File: config.mk
export PLATFORM = sky130hd
export DESIGN_NAME = wgsd_mac
export DESIGN_NICKNAME = d
export VERILOG_FILES = /design/src/rtl/core/wgsd_pkg.sv /design/src/rtl/core/wgsd_mac.sv
export SDC_FILE = /design/constraint.sdc
export NUM_CORES = 2
export LEC_CHECK = 0
export ABC_CLOCK_PERIOD_IN_PS = 8270
export CAP_MARGIN = 25
export CORE_MARGIN = 4
export CORE_UTILIZATION = 62
export DETAILED_ROUTE_END_ITERATION = 8
export DONT_BUFFER_PORTS = 1
export GPL_ROUTABILITY_DRIVEN = 0
export PLACE_DENSITY = 0.81
export SETUP_SLACK_MARGIN = 0.02
export SLEW_MARGIN = 10
export SYNTH_ARGS = -nofsm -noshare
export SYNTH_HDL_FRONTEND = slang
export SYNTH_SLANG_ARGS = --single-unit
export TNS_END_PERCENT = 20
File: constraint.sdc
create_clock -name clk -period 8.27 [get_ports clk]
set_clock_uncertainty 0.1 [all_clocks]
set_input_delay 0.827 -clock clk [delete_from_list [all_inputs] [get_ports clk]]
set_output_delay 0.827 -clock clk [all_outputs]
set_load 0.005 [all_outputs]
File: src/rtl/core/wgsd_pkg.sv
// ----------------------------------------------------------------------------
// wgsd_pkg
// Types, codes and helpers of the weighted grid stencil derivative block.
// ----------------------------------------------------------------------------
package wgsd_pkg;

  localparam int DATA_W    = 32;
  localparam int S_TDATA_W = 56;
  localparam int M_TDATA_W = 40;
  localparam int ACC_W     = 56;
  localparam int PROD_W    = 64;
  localparam int RND_W     = 48;
  localparam int COORD_W   = 12;
  localparam int OP_W      = 4;
  localparam int CFG_IDX_W = 3;
  localparam int TERM_W    = 3;

  localparam int DEF_MAX_ROWS   = 64;
  localparam int DEF_MAX_COLS   = 64;
  localparam int DEF_MAX_LAYERS = 8;

  localparam logic [OP_W-1:0] OP_LOAD_X  = 4'd0;
  localparam logic [OP_W-1:0] OP_LOAD_C1 = 4'd1;
  localparam logic [OP_W-1:0] OP_LOAD_C8 = 4'd8;
  localparam logic [OP_W-1:0] OP_LOAD_K  = 4'd9;
  localparam logic [OP_W-1:0] OP_QUERY   = 4'd10;

  localparam logic [CFG_IDX_W-1:0] CFG_LAYERED = 3'd0;
  localparam logic [CFG_IDX_W-1:0] CFG_GAIN    = 3'd1;
  localparam logic [CFG_IDX_W-1:0] CFG_ROWS    = 3'd2;
  localparam logic [CFG_IDX_W-1:0] CFG_COLS    = 3'd3;
  localparam logic [CFG_IDX_W-1:0] CFG_LAYERS  = 3'd4;

  localparam logic [TERM_W-1:0] LAST_TERM = 3'd6;
  localparam logic [TERM_W-1:0] COEF_C8   = 3'd7;

  // neighbour taps: row offset + 1 and column offset + 2, in stencil order
  localparam logic [1:0] ROW_TAP [7] = '{2'd0, 2'd2, 2'd1, 2'd2, 2'd2, 2'd1, 2'd1};
  localparam logic [1:0] COL_TAP [7] = '{2'd2, 2'd2, 2'd3, 2'd1, 2'd0, 2'd1, 2'd2};

  // clip to q16.16, flag in the top bit
  function automatic logic [DATA_W:0] sat_q(input logic [ACC_W-1:0] v);
    logic ovf;
    ovf = (v[ACC_W-1:DATA_W-1] != {(ACC_W-DATA_W+1){v[ACC_W-1]}});
    if (!ovf) begin
      sat_q = {1'b0, v[DATA_W-1:0]};
    end else if (v[ACC_W-1]) begin
      sat_q = {1'b1, 1'b1, {(DATA_W-1){1'b0}}};
    end else begin
      sat_q = {1'b1, 1'b0, {(DATA_W-1){1'b1}}};
    end
  endfunction

endpackage

File: src/rtl/core/wgsd_mac.sv
// ----------------------------------------------------------------------------
// wgsd_mac
// Shared q16.16 multiplier: registered product, rounded output.
// ----------------------------------------------------------------------------
module wgsd_mac (
  input  logic                             clk,
  input  logic                             en,
  input  logic signed [wgsd_pkg::DATA_W-1:0] a,
  input  logic signed [wgsd_pkg::DATA_W-1:0] b,
  output logic signed [wgsd_pkg::RND_W-1:0]  rnd
);
  import wgsd_pkg::*;

  logic signed [PROD_W-1:0] prod;
  logic signed [PROD_W-1:0] biased;

  always_ff @(posedge clk) begin
    if (en) begin
      prod <= PROD_W'(a) * PROD_W'(b);
    end
  end

  // round to nearest, ties upward
  assign biased = prod + PROD_W'(32768);
  assign rnd    = biased[PROD_W-1:PROD_W-RND_W];

endmodule

==> Word-level counts from Yosys, hierarchy flattened <==
Index checks and enable logic that the tools add are counted.
{ "totals": {"elab_cells": 3, "out_inout_bits": 48, "ff_bits": 64, "in_bits": 66} }
{ "classes": {"add_sub_neg": 1, "multipliers": 1} }
{ "ops": {"columns": ["op", "count"], "rows": [
  ["adder 64 x 17 -> 64 bit (second input constant)", 1],
  ["multiplier 32 x 32 -> 64 bit", 1]
]} }

==> Depth between registers and ports, before layout <==
{ "depth": {"word_depth": 1, "mapped_depth": 29, "mapped_depth_nobuf": 27} }

==> Least setup slack after synthesis <==
Ideal clock, no wire load.
{ "synth_timing": {"path_type": "input port to flip-flop", "from": "in a[31] (netlist name)", "to": "reg prod[63], data pin", "setup_ns": 0.264, "slack_ns": -0.121, "stages": 27, "required_ns": 7.906, "path_buffers": 2, "t_arrival_ns": 8.026, "cell_sequence": "clkbuf_1 > nand2_1 > inv_1 > fa_1 > inv_1 > fa_1 > inv_1 > fa_1 > fa_1 > inv_1 > fa_1 > inv_1 > fa_1 > fa_1 > fa_1 > ha_1 > clkbuf_1 > a21o_1 > a21o_1 > a21oi_1 > o21ai_0 > nand2_1 > and3_1 > a21bo_2 > nor3_1 > a2111oi_2 > xnor2_1"} }
{ "synth_via": {"elab_chain_len": 1} }
{ "synth_rtl": {"columns": ["element", "line", "rtl"], "rows": [
  ["from (decl)", "wgsd_mac.sv:8", "input logic signed [wgsd_pkg::DATA_W-1:0] a,"],
  ["multiplier 32 x 32 -> 64 bit", "wgsd_mac.sv:19", "prod <= PROD_W'(a) * PROD_W'(b);"],
  ["to (signal assigned)", "wgsd_mac.sv:19", null],
  ["to (decl)", "wgsd_mac.sv:14", "logic signed [PROD_W-1:0] prod;"]
]} }
Every way passes these cells.
A chain may end at the register's enable or synchronous reset.

==> Worst setup path in the final report <==
Same ends and word-level chain as after synthesis.

==> results.md <==
* Initial antenna violation count at 1
* Final Hold Fails at 0
* Post-Synthesis Cells at between 4,000 and 5,000
* Synth unique cells at roughly 60
* Fmax at 127.3 MHz
* Share of layout cells above drive strength 1 at 1.309%
* HP Start: en
* Via count at roughly 26,000
* Rows at 90
* Final Max Tran Viols at 0
* Top cell type's share of synthesized area at a little under three fifths
* Fill count at between 4,000 and 5,000
* CTS resizes at 0
* Vias in the first global route at a little over 30,000
* Core area at around 60,000 µm²
* Gr usage total at 30.00%
* Post-CTS Setup Repair Bufs at 0
* Final setup TNS at 0 ps
* Chip height at about 260 µm
* EDFF count, synth at just under 50
* Met2 wire length at approximately 48,000 µm
* Clock tree from TritonCTS: yes
* Final setup viols at 0
* Tmin final at between 7000 and 8000 ps
* CTS Sinks at a little under 50
* Met3 Wirelength at approximately 6300 µm
* Synth area leader: fa_1
* Chip width at between 200 and 300 µm
* Root Buffer: clkbuf_16
* Max FFs per register at 49
* Post-synth ARST share at 0%
* Main flop type after synthesis: edfxtp_1
* Synth Area per Inst at 9.536 µm²
* Maximum number of pins on one net before global-route repair at 50
* I/O Pins at 114
* Worst endpoint data arrival time at around 8000 ps
* Top flop regs: prod: 49 flops
* Critical path launch point type: primary input
* WS Path Type: primary input to flop
* P&R area growth vs syn at 1.292%
* Synth top area cells: fa_1 57%, inv_1 9.7%, and2_1 8.4%
* Met1 wire length at 31,630 µm
* Max layer used: met4
* Die area at between 60,000 and 70,000 µm²
* Worst-margin pin slew at approximately 500 ps
* First-pass DRT Iterations at 8
* # DRC at 0
* CTS Buf Count at 5
* Dpl hpwl at 77,340 µm
* Most frequent cells in the layout: 1,080 x fa_1, 986 x inv_1, 539 x nand2_1
* Ys Warns at 0
* Routed wire length at roughly 94,000 µm
* Post-synthesis net count at approximately 5,300
* Htree depth at 2
* Relative slew slack at between 60% and 70%
* Sequential fraction of the synthesis area at approximately 3.9%
* Final non-filler cell total at between 4,000 and 5,000
* Top reg by flops: prod
* Worst-path clk slew at ~70 ps
* Post-DR vias/cell at 5.753
* Critical Path Fanout Max at 32
* Total congestion overflow at 0
* Hold path cells at 0
* Post-DRT Antenna Nets at 0
* RSZ-0062 raised after global routing: no
* Status: completed
* Fin crit share at 95.01%
* Wire length per cell at 20.38 µm
* Min-delay worst type: primary input to flop
* Max-Cap Viols at 0
* Port Buf Inserts at 0
* Placed Cells at ~4,600
* Initial DRC count at approximately 1,700
* Worst Path Required at between 8000 and 9000 ps
* Mapped Area at about 38,000 µm²
* Kind of end point of the critical path: flop
* Starting density of the core at between 60% and 70%
* Max Buffers Root-to-Sink at 2
* # hold bufs at CTS at 0
* Post-layout net count at between 5,000 and 6,000
* Most common cell after layout, fill and taps aside: fa_1
* Worst Hold End: prod[60]
* First-pass GRT wire length at 156,100 µm
* Flop and latch count out of synthesis at 49
==> synth_stat cells, drive strengths merged, types with 3 or more instances <==
cell type     n
a21o         28
a21oi        57
xnor2        77
o31ai         3
ha          181
and3         14
nand2       540
nor2b         6
xor2         36
nand4        27
and2        516
nand2b       12
o21bai        9
o21ai        34
a31oi         8
nand3        21
nor3         10
nor4          3
and4          4
nor2         63
fa         1081
inv         987
a211oi        3
clkbuf      201
o2111ai       3
o21a          7
edfxtp       49
==> cells by family (layout without fill, tap and decap cells) <==
family | after synthesis | count (layout) | synth area share, %
xor+xnor | 113 | 113 | 2.593
fa+ha+maj | 1262 | 1262 | 62.64
other cells | 0 | 3 | 0
simple gates | 1221 | 1221 | 16.25
compound gates | 168 | 168 | 2.964
buf+inv | 1189 | 1008 | 11.70
flops | 49 | 49 | 3.856
==> metrics by stage <==
stage | hold slack, ps | utilization [%] | worst slack (ps) | instance area (µm²)
after detailed placement | 848.9 | 63.40 | 26.25 | 38480
after CTS | 545.4 | 63.68 | 332.3 | 38650
after global routing | 537.2 | 63.68 | 40.62 | 38650
final | 555.5 | 63.69 | 412.7 | 38660
after floorplan | 839.5 | - | 29.16 | 38170
after global placement | 851.1 | 63.40 | 248.6 | 38480
==> layout make-up <==
type / instances / area, µm² / area share, %
clock inverters: 3 / 41.29 / 0.1068
repair buffers: 13 / 97.59 / 0.2525
flip-flops and latches: 49 / 1471 / 3.806
diodes: 3 / 7.507 / 0.01942
inverters: 987 / 3705 / 9.584
clock buffers: 5 / 125.1 / 0.3237
well taps: 782 / 978.4 / 2.531
multi-input cells: 2764 / 32230 / 83.38
==> worst max-delay path: stages <==
cell,delay [ps]
nand2_1,130
inv_1,80
fa_1,570
inv_2,100
fa_1,460
inv_1,210
fa_1,500
fa_2,570
inv_1,190
fa_1,540
inv_1,50
fa_1,540
inv_1,50
fa_1,480
inv_1,50
fa_1,450
ha_1,360
a21oi_1,240
o21bai_1,100
a21oi_1,210
and3_1,180
o21ai_0,70
a21bo_2,240
nor3_1,80
a2111oi_2,400
xnor2_1,100
==> layer usage <==
layer	up-vias	GRT usage (%)
met5	-	0
met4	0	19.29
met3	414	4.769
met2	1243	51.89
met1	13790	34.93
li1	11050	-
==> worst max-delay path by stage <==
stage,start,end,depth (start not counted)
after floorplan,a[31],prod[63],27
after global placement,a[31],prod[63],26
final,a[31],prod[63],26
after CTS,a[31],prod[63],26
after detailed placement,a[31],prod[63],26
after global routing,a[31],prod[63],26
Power is not shown: default switching activity piles up to over one toggle a cycle in this logic, so the estimate is an artifact.
