===== config.mk =====
export PLATFORM = sky130hd
export DESIGN_NAME = wgsd_ram
export DESIGN_NICKNAME = d
export VERILOG_FILES = /design/src/rtl/core/wgsd_ram.sv
export SDC_FILE = /design/constraint.sdc
export NUM_CORES = 2
export LEC_CHECK = 0
export ABC_CLOCK_PERIOD_IN_PS = 4270
export BUFFER_PORTS_ARGS = -buffer_cell sky130_fd_sc_hd__buf_2
export CELL_PAD_IN_SITES_DETAIL_PLACEMENT = 2
export CELL_PAD_IN_SITES_GLOBAL_PLACEMENT = 2
export CORE_MARGIN = 2
export CORE_UTILIZATION = 54
export CTS_BUF_LIST = sky130_fd_sc_hd__clkbuf_2 sky130_fd_sc_hd__clkbuf_4 sky130_fd_sc_hd__clkbuf_8
export CTS_CLUSTER_SIZE = 16
export DETAILED_ROUTE_END_ITERATION = 6
export PLACE_DENSITY = 0.82
export SLEW_MARGIN = 5
export SYNTH_ARGS = -nofsm -noshare
export SYNTH_HDL_FRONTEND = slang
export SYNTH_SLANG_ARGS = --single-unit

===== constraint.sdc =====
create_clock -name clk -period 4.27 [get_ports clk]
set_input_delay 0.427 -clock clk [delete_from_list [all_inputs] [get_ports clk]]
set_output_delay 0.427 -clock clk [all_outputs]
set_load 0.01 [all_outputs]

===== src/rtl/core/wgsd_ram.sv =====
// ----------------------------------------------------------------------------
// wgsd_ram
// Generic single-write, single-read RAM with registered read data.
// ----------------------------------------------------------------------------
module wgsd_ram #(
  parameter int WIDTH = 32,
  parameter int DEPTH = 64,
  parameter int AW    = (DEPTH > 1) ? $clog2(DEPTH) : 1
) (
  input  logic             clk,
  input  logic             we,
  input  logic [AW-1:0]    waddr,
  input  logic [WIDTH-1:0] wdata,
  input  logic             re,
  input  logic [AW-1:0]    raddr,
  output logic [WIDTH-1:0] rdata
);

  logic [WIDTH-1:0] mem [DEPTH];

  always_ff @(posedge clk) begin
    if (we) begin
      mem[waddr] <= wdata;
    end
    if (re) begin
      rdata <= mem[raddr];
    end
  end

endmodule


==> results.md, run 1 <==
Yosys:
- Counting every instance in the synthesized netlist gives between 3000 and 4000.
- Counting flops with a built-in enable in the synthesized netlist gives between 2000 and 2500.
- Synthesis inferred roughly 2100 register bits.
- The average footprint of a synthesized cell is approximately 24 sq um.
- Counting instances in the post-synthesis netlist gives the leading cell types as 2080 x sky130_fd_sc_hd__edfxtp_1, 544 x sky130_fd_sc_hd__mux4_2, 137 x sky130_fd_sc_hd__nor2_1.
- By area the synthesized netlist is led by sky130_fd_sc_hd__edfxtp_1 79%, sky130_fd_sc_hd__mux4_2 16%, sky130_fd_sc_hd__mux2i_1 1.2%, sky130_fd_sc_hd__o22ai_1 0.67%, sky130_fd_sc_hd__nor2_1 0.65%.
- In the synthesized netlist the dominant register cell turns out to be sky130_fd_sc_hd__edfxtp_1.
- Of all flip-flops after synthesis, the portion carrying an async set or reset was 0%.
- By instance count, the leading cell after synthesis is sky130_fd_sc_hd__edfxtp_1.
- The cell taking the most area after synthesis is sky130_fd_sc_hd__edfxtp_1.
- The area share of the largest cell type after synthesis is around four fifths.
- The number of different library cells used by synthesis comes to 33.
- The Yosys warning count is 0.
- In this run the cell area of the synthesized design comes to roughly 0.08 sq mm.
- The post-synth net total is ~3400.
- The part of the Yosys area used for sequential elements is 79.23%.

Run status:
- The flow did not finish.
- The tool reported: "[ERROR DPL-0033] detailed placement checks failed during check placement".
- The run ended at detailed placement (3_5_place_dp).

Floorplan:
- The number of top-level design ports is a little under 80.
- After floorplanning, the core was divided into 140 placement rows.
- From left edge to right edge, the die measures 386.1 um.
- Once the floorplan was initialized, standard cells occupied 54.29% of the core.
- The vertical die dimension is between 300 and 400 um.

Placement:
- Routability-driven placement finished with a final weighted congestion of around 0.86.
- The number of buffer cells added on primary ports is between 70 and 80.
- The HPWL reported at the end of detailed placement is ~170000 um.
-- through the flow --
stage / std cells / instance area, sq um / setup slack, ns
floorplan: 3324 / 78840 / 0.6832
global placement: 5338 / 83090 / 0.2506
-- cell families after synthesis --
family          count (synthesis)  share of synthesized area (%)
flops                        2080                          79.23
compound gates                202                          1.666
buf+inv                       182                          1.124
mux                           637                          16.72
simple gates                  223                          1.260
==> run 2, diff against run 1 <==
CELL_PAD_IN_SITES_DETAIL_PLACEMENT = not set   (was 2)
CELL_PAD_IN_SITES_GLOBAL_PLACEMENT = not set   (was 2)
CORE_UTILIZATION = 40   (was 54)
CTS_BUF_LIST = not set   (was sky130_fd_sc_hd__clkbuf_2 sky130_fd_sc_hd__clkbuf_4 sky130_fd_sc_hd__clkbuf_8)
CTS_CLUSTER_SIZE = not set   (was 16)
PLACE_DENSITY = not set   (was 0.82)
PLACE_DENSITY_LB_ADDON = 0.15   (was not set)
==> results.md, run 2 <==
GRT:
- The number of antenna violations at the first check in global routing is 24.
- Global routing used between 20% and 30% of the available tracks.
- The global-route congestion overflow total is 0.
- The number of global-route vias before repair is roughly 38000.
- Entering global routing, the biggest net connects between 60 and 70 pins.
- The first global-routing pass estimated about 300000 um of wire.

STA:
- The post-route minimum period is between 2 and 3 ns.
- At the pin with the least slew margin, the transition time is roughly 1.3 ns.
- The worst setup margin is roughly 1.5 ns.
- The final hold violation count is 0.
- The worst pin sits at a relative slew slack of between 10% and 20%.
- Hold timing on the final database bottoms out at a slack of a little under 0.09 ns.
- The worst path uses between 60% and 70% of the clock period.
- Adding up every negative setup slack in the final design gives 0 ns.
- The count of pins over their slew limit is 0.
- Setup repair after global routing left no endpoint under its margin.
- Setup violations remaining at the end of the flow were counted as 0.
- For this run, the top clock speed supported by timing is 357.1 MHz.
- Between clock sinks in the finished design, the worst skew comes to around 0.028 ns.

Setup path:
- The maximum net fanout on the critical path is 25.
- The data arrival time at the worst-slack endpoint is approximately 3.4 ns.
- The endpoint type of the worst setup path is a register.
- Data on the critical path is required at its endpoint by ~4.8 ns.
- The slack of the worst reg-to-reg path is around 1.6 ns.
- STA classifies the critical path startpoint as a primary input.
- The critical path in this run is classified as primary input to register.

Clock tree:
- After clock tree synthesis, the setup repair step added 0 buffers.
- In this run the number of H-tree levels came out at 4.
- After clock tree synthesis, the clock-pin slew on the worst setup and hold paths is approximately 0.06 ns.
- The tree is rooted in a sky130_fd_sc_hd__clkbuf_16.
- TritonCTS built the clock tree.
- In this run, post-CTS hold repair placed 2 buffers.
- Once the clock tree was built, the resizer swapped 0 gates to a different size.
- The number of clock buffers inserted by TritonCTS is ~210.
- The longest clock path from root to sink contains 3 buffers.
- The latest clock arrival within the worst-skew pair is around 0.83 ns.
- The tree built by TritonCTS fans out to around 2100 sinks.

Finish:
- At the end of the flow, the number of nets in the layout was approximately 3700.
- In the final layout, the registers with the most flip-flops are mem (2048), rdata (32).
- For this run, the share of the core covered by cells in the final layout is 46.53%.
- The multi-input combinational cells in the finished layout cover a total of ~0.016 sq mm.
- Of the cells placed in the final design, the portion with a size suffix greater than 1 is about a third.
- The final cell area excluding filler cells is ~0.091 sq mm.
- The sequential standard cell area is around 0.062 sq mm.
- The register with the most flip-flops in the layout has 2048 of them.
- The library cell used most frequently in the layout, excluding fill and tap cells, is sky130_fd_sc_hd__edfxtp_1.
- The number of standard cells in the layout, taps in and fillers out is ~6500.
- The relative area change from synthesis to final layout is 15.33%.
- The fill cell total of the finished layout is ~16000.
- Leaving out fill and tap cells, the most frequent cells in the layout are 2080 x sky130_fd_sc_hd__edfxtp_1, 544 x sky130_fd_sc_hd__mux4_2, 215 x sky130_fd_sc_hd__clkbuf_16, 205 x sky130_fd_sc_hd__buf_4, 93 x sky130_fd_sc_hd__mux2i_1.
- The largest register by flop count is mem.

Power:
- Summed over all cells, the static leakage comes to approximately 28 nW.
- Across the VDD grid, the largest voltage drop is roughly 0.00032 V.
- The total design power is around 43 mW.
- In this run the power density over the cells is approximately 470 mW/mm^2.

Yosys:
- The Yosys warning count is 0 (unchanged).
- The part of the Yosys area used for sequential elements is 79.23% (unchanged).
- The average footprint of a synthesized cell is 23.72 sq um (unchanged).
- The post-synthesis cell type count is 33 (unchanged).
- Ranked by total cell area, the synthesized netlist is headed by sky130_fd_sc_hd__edfxtp_1 79%, sky130_fd_sc_hd__mux4_2 16%, sky130_fd_sc_hd__mux2i_1 1.2%, sky130_fd_sc_hd__o22ai_1 0.67%, sky130_fd_sc_hd__nor2_1 0.65%.
- Sorting the synthesized cells by how often they occur yields 2080 x sky130_fd_sc_hd__edfxtp_1, 544 x sky130_fd_sc_hd__mux4_2, 137 x sky130_fd_sc_hd__nor2_1.
- The register bit total from synthesis is 2080 (unchanged).
- The number of enable flip-flop cells after synthesis is 2080 (unchanged).
- The area share of the largest cell type after synthesis is 79.23% (unchanged).
- The most common cell in the synthesized netlist is sky130_fd_sc_hd__edfxtp_1.
- The synthesized design spends more area on one cell type than any other, namely sky130_fd_sc_hd__edfxtp_1.
- The cell area after technology mapping is 0.07884 sq mm (unchanged).
- The fraction of registers with async set or reset after synthesis is 0% (unchanged).
- The post-synth net total was 3371 (unchanged).
- The gate count after technology mapping is 3324 (unchanged).
- In the synthesized netlist the dominant register cell turns out to be sky130_fd_sc_hd__edfxtp_1.

Route:
- In the routed design, unresolved DRC markers number 0.
- The final routed wirelength across all metal layers is ~220000 um.
- Once detail routing completed, the nets flagged for antenna violations numbered 0.
- The number of iterations in the first detailed-routing pass is 7.
- The detailed router finished its first iteration with roughly 4200 violations.
- After detailed routing, the average wire length per cell comes to about 34 um.
- In the routed layout, each cell is associated on average with a via count of ~5.8.
- The via total after detailed routing is between 30000 and 40000.

Floorplan:
- The number of top-level design ports was 79 (unchanged).
- The initial core utilization is 40.35% (-14 points).
- The horizontal extent of the die is 447.9 um (+16%).
- The number of core rows came to 162 (+16%).
- The core footprint is 0.1954 sq mm.
- The vertical die dimension was 447.9 um (+16%).
- The full die area is 0.2007 sq mm.

Placement:
- Including well taps, the total number of placed cells is about 6100.
- The HPWL reported at the end of detailed placement is 129800 um (-24%).
- After detailed placement, the total cell area comes to approximately 0.084 sq mm.
- The global placement routability congestion is 0.7893 (-8.1%).
- The number of buffer cells added on primary ports is 78 (unchanged).
- OpenSTA, run right after detailed placement, puts the worst setup slack at between 0.5 and 0.6 ns.

Job:
- The number of maximum-capacitance constraint violations is 0.

Run status:
- The flow ran to the end, and the final reports show no timing, DRC or antenna violations.

Worst hold path:
- The worst hold path belongs to the class primary input to register.
==> run 2: cell counts after synthesis <==
No cell type changed its count.
==> run 2: logic make-up after synthesis <==
group	share of synthesized area [%]
buf+inv	1.124
compound gates	1.666
flops	79.23
simple gates	1.260
mux	16.72
==> run 2: layout make-up <==
type,instances,share of cell area [%]
sequential,2080,68.70
multi-input combinational,1062,17.56
clock buffer,249,6.058
tap,2624,3.611
timing repair buffer,313,2.800
clock inverter,132,1.255
antenna,7,0.01927
==> run 2: worst paths after layout <==
check / end / start / cells past startpoint
worst max register to register: rdata[24] / mem[45][24] / 5
worst max-delay path: rdata[13] / raddr[0] / 7
worst min register to register: rdata[4] / mem[12][4] / 4
worst min-delay path: mem[31][4] / wdata[4] / 1
==> run 2: routing by layer <==
metal | vias up | track usage [%] | wire, um
li1 | 15000 | - | -
met1 | 20620 | 31.23 | 93050
met2 | 1315 | 37.08 | 110000
met3 | 266 | 3.008 | 12530
met4 | 0 | 5.890 | 6201
met5 | - | 0 | 0
==> run 2: where the power goes <==
part           internal (mW)  leakage [nW]  total, mW  switching, mW
logic                  0.815          6.28       2.28           1.46
registers               22.7          18.7       22.7         0.0801
clock network           10.3          3.26       18.0           7.68
total                   33.8          28.3       43.0           9.23
==> run 2: worst max-delay path, stage by stage <==
cell	delay, ns
sky130_fd_sc_hd__buf_8	0.33
sky130_fd_sc_hd__buf_12	0.29
sky130_fd_sc_hd__buf_4	0.31
sky130_fd_sc_hd__mux4_2	0.55
sky130_fd_sc_hd__mux4_2	0.53
sky130_fd_sc_hd__o22ai_1	0.74
sky130_fd_sc_hd__nor2_1	0.11
(Power assumes the default switching activity.)
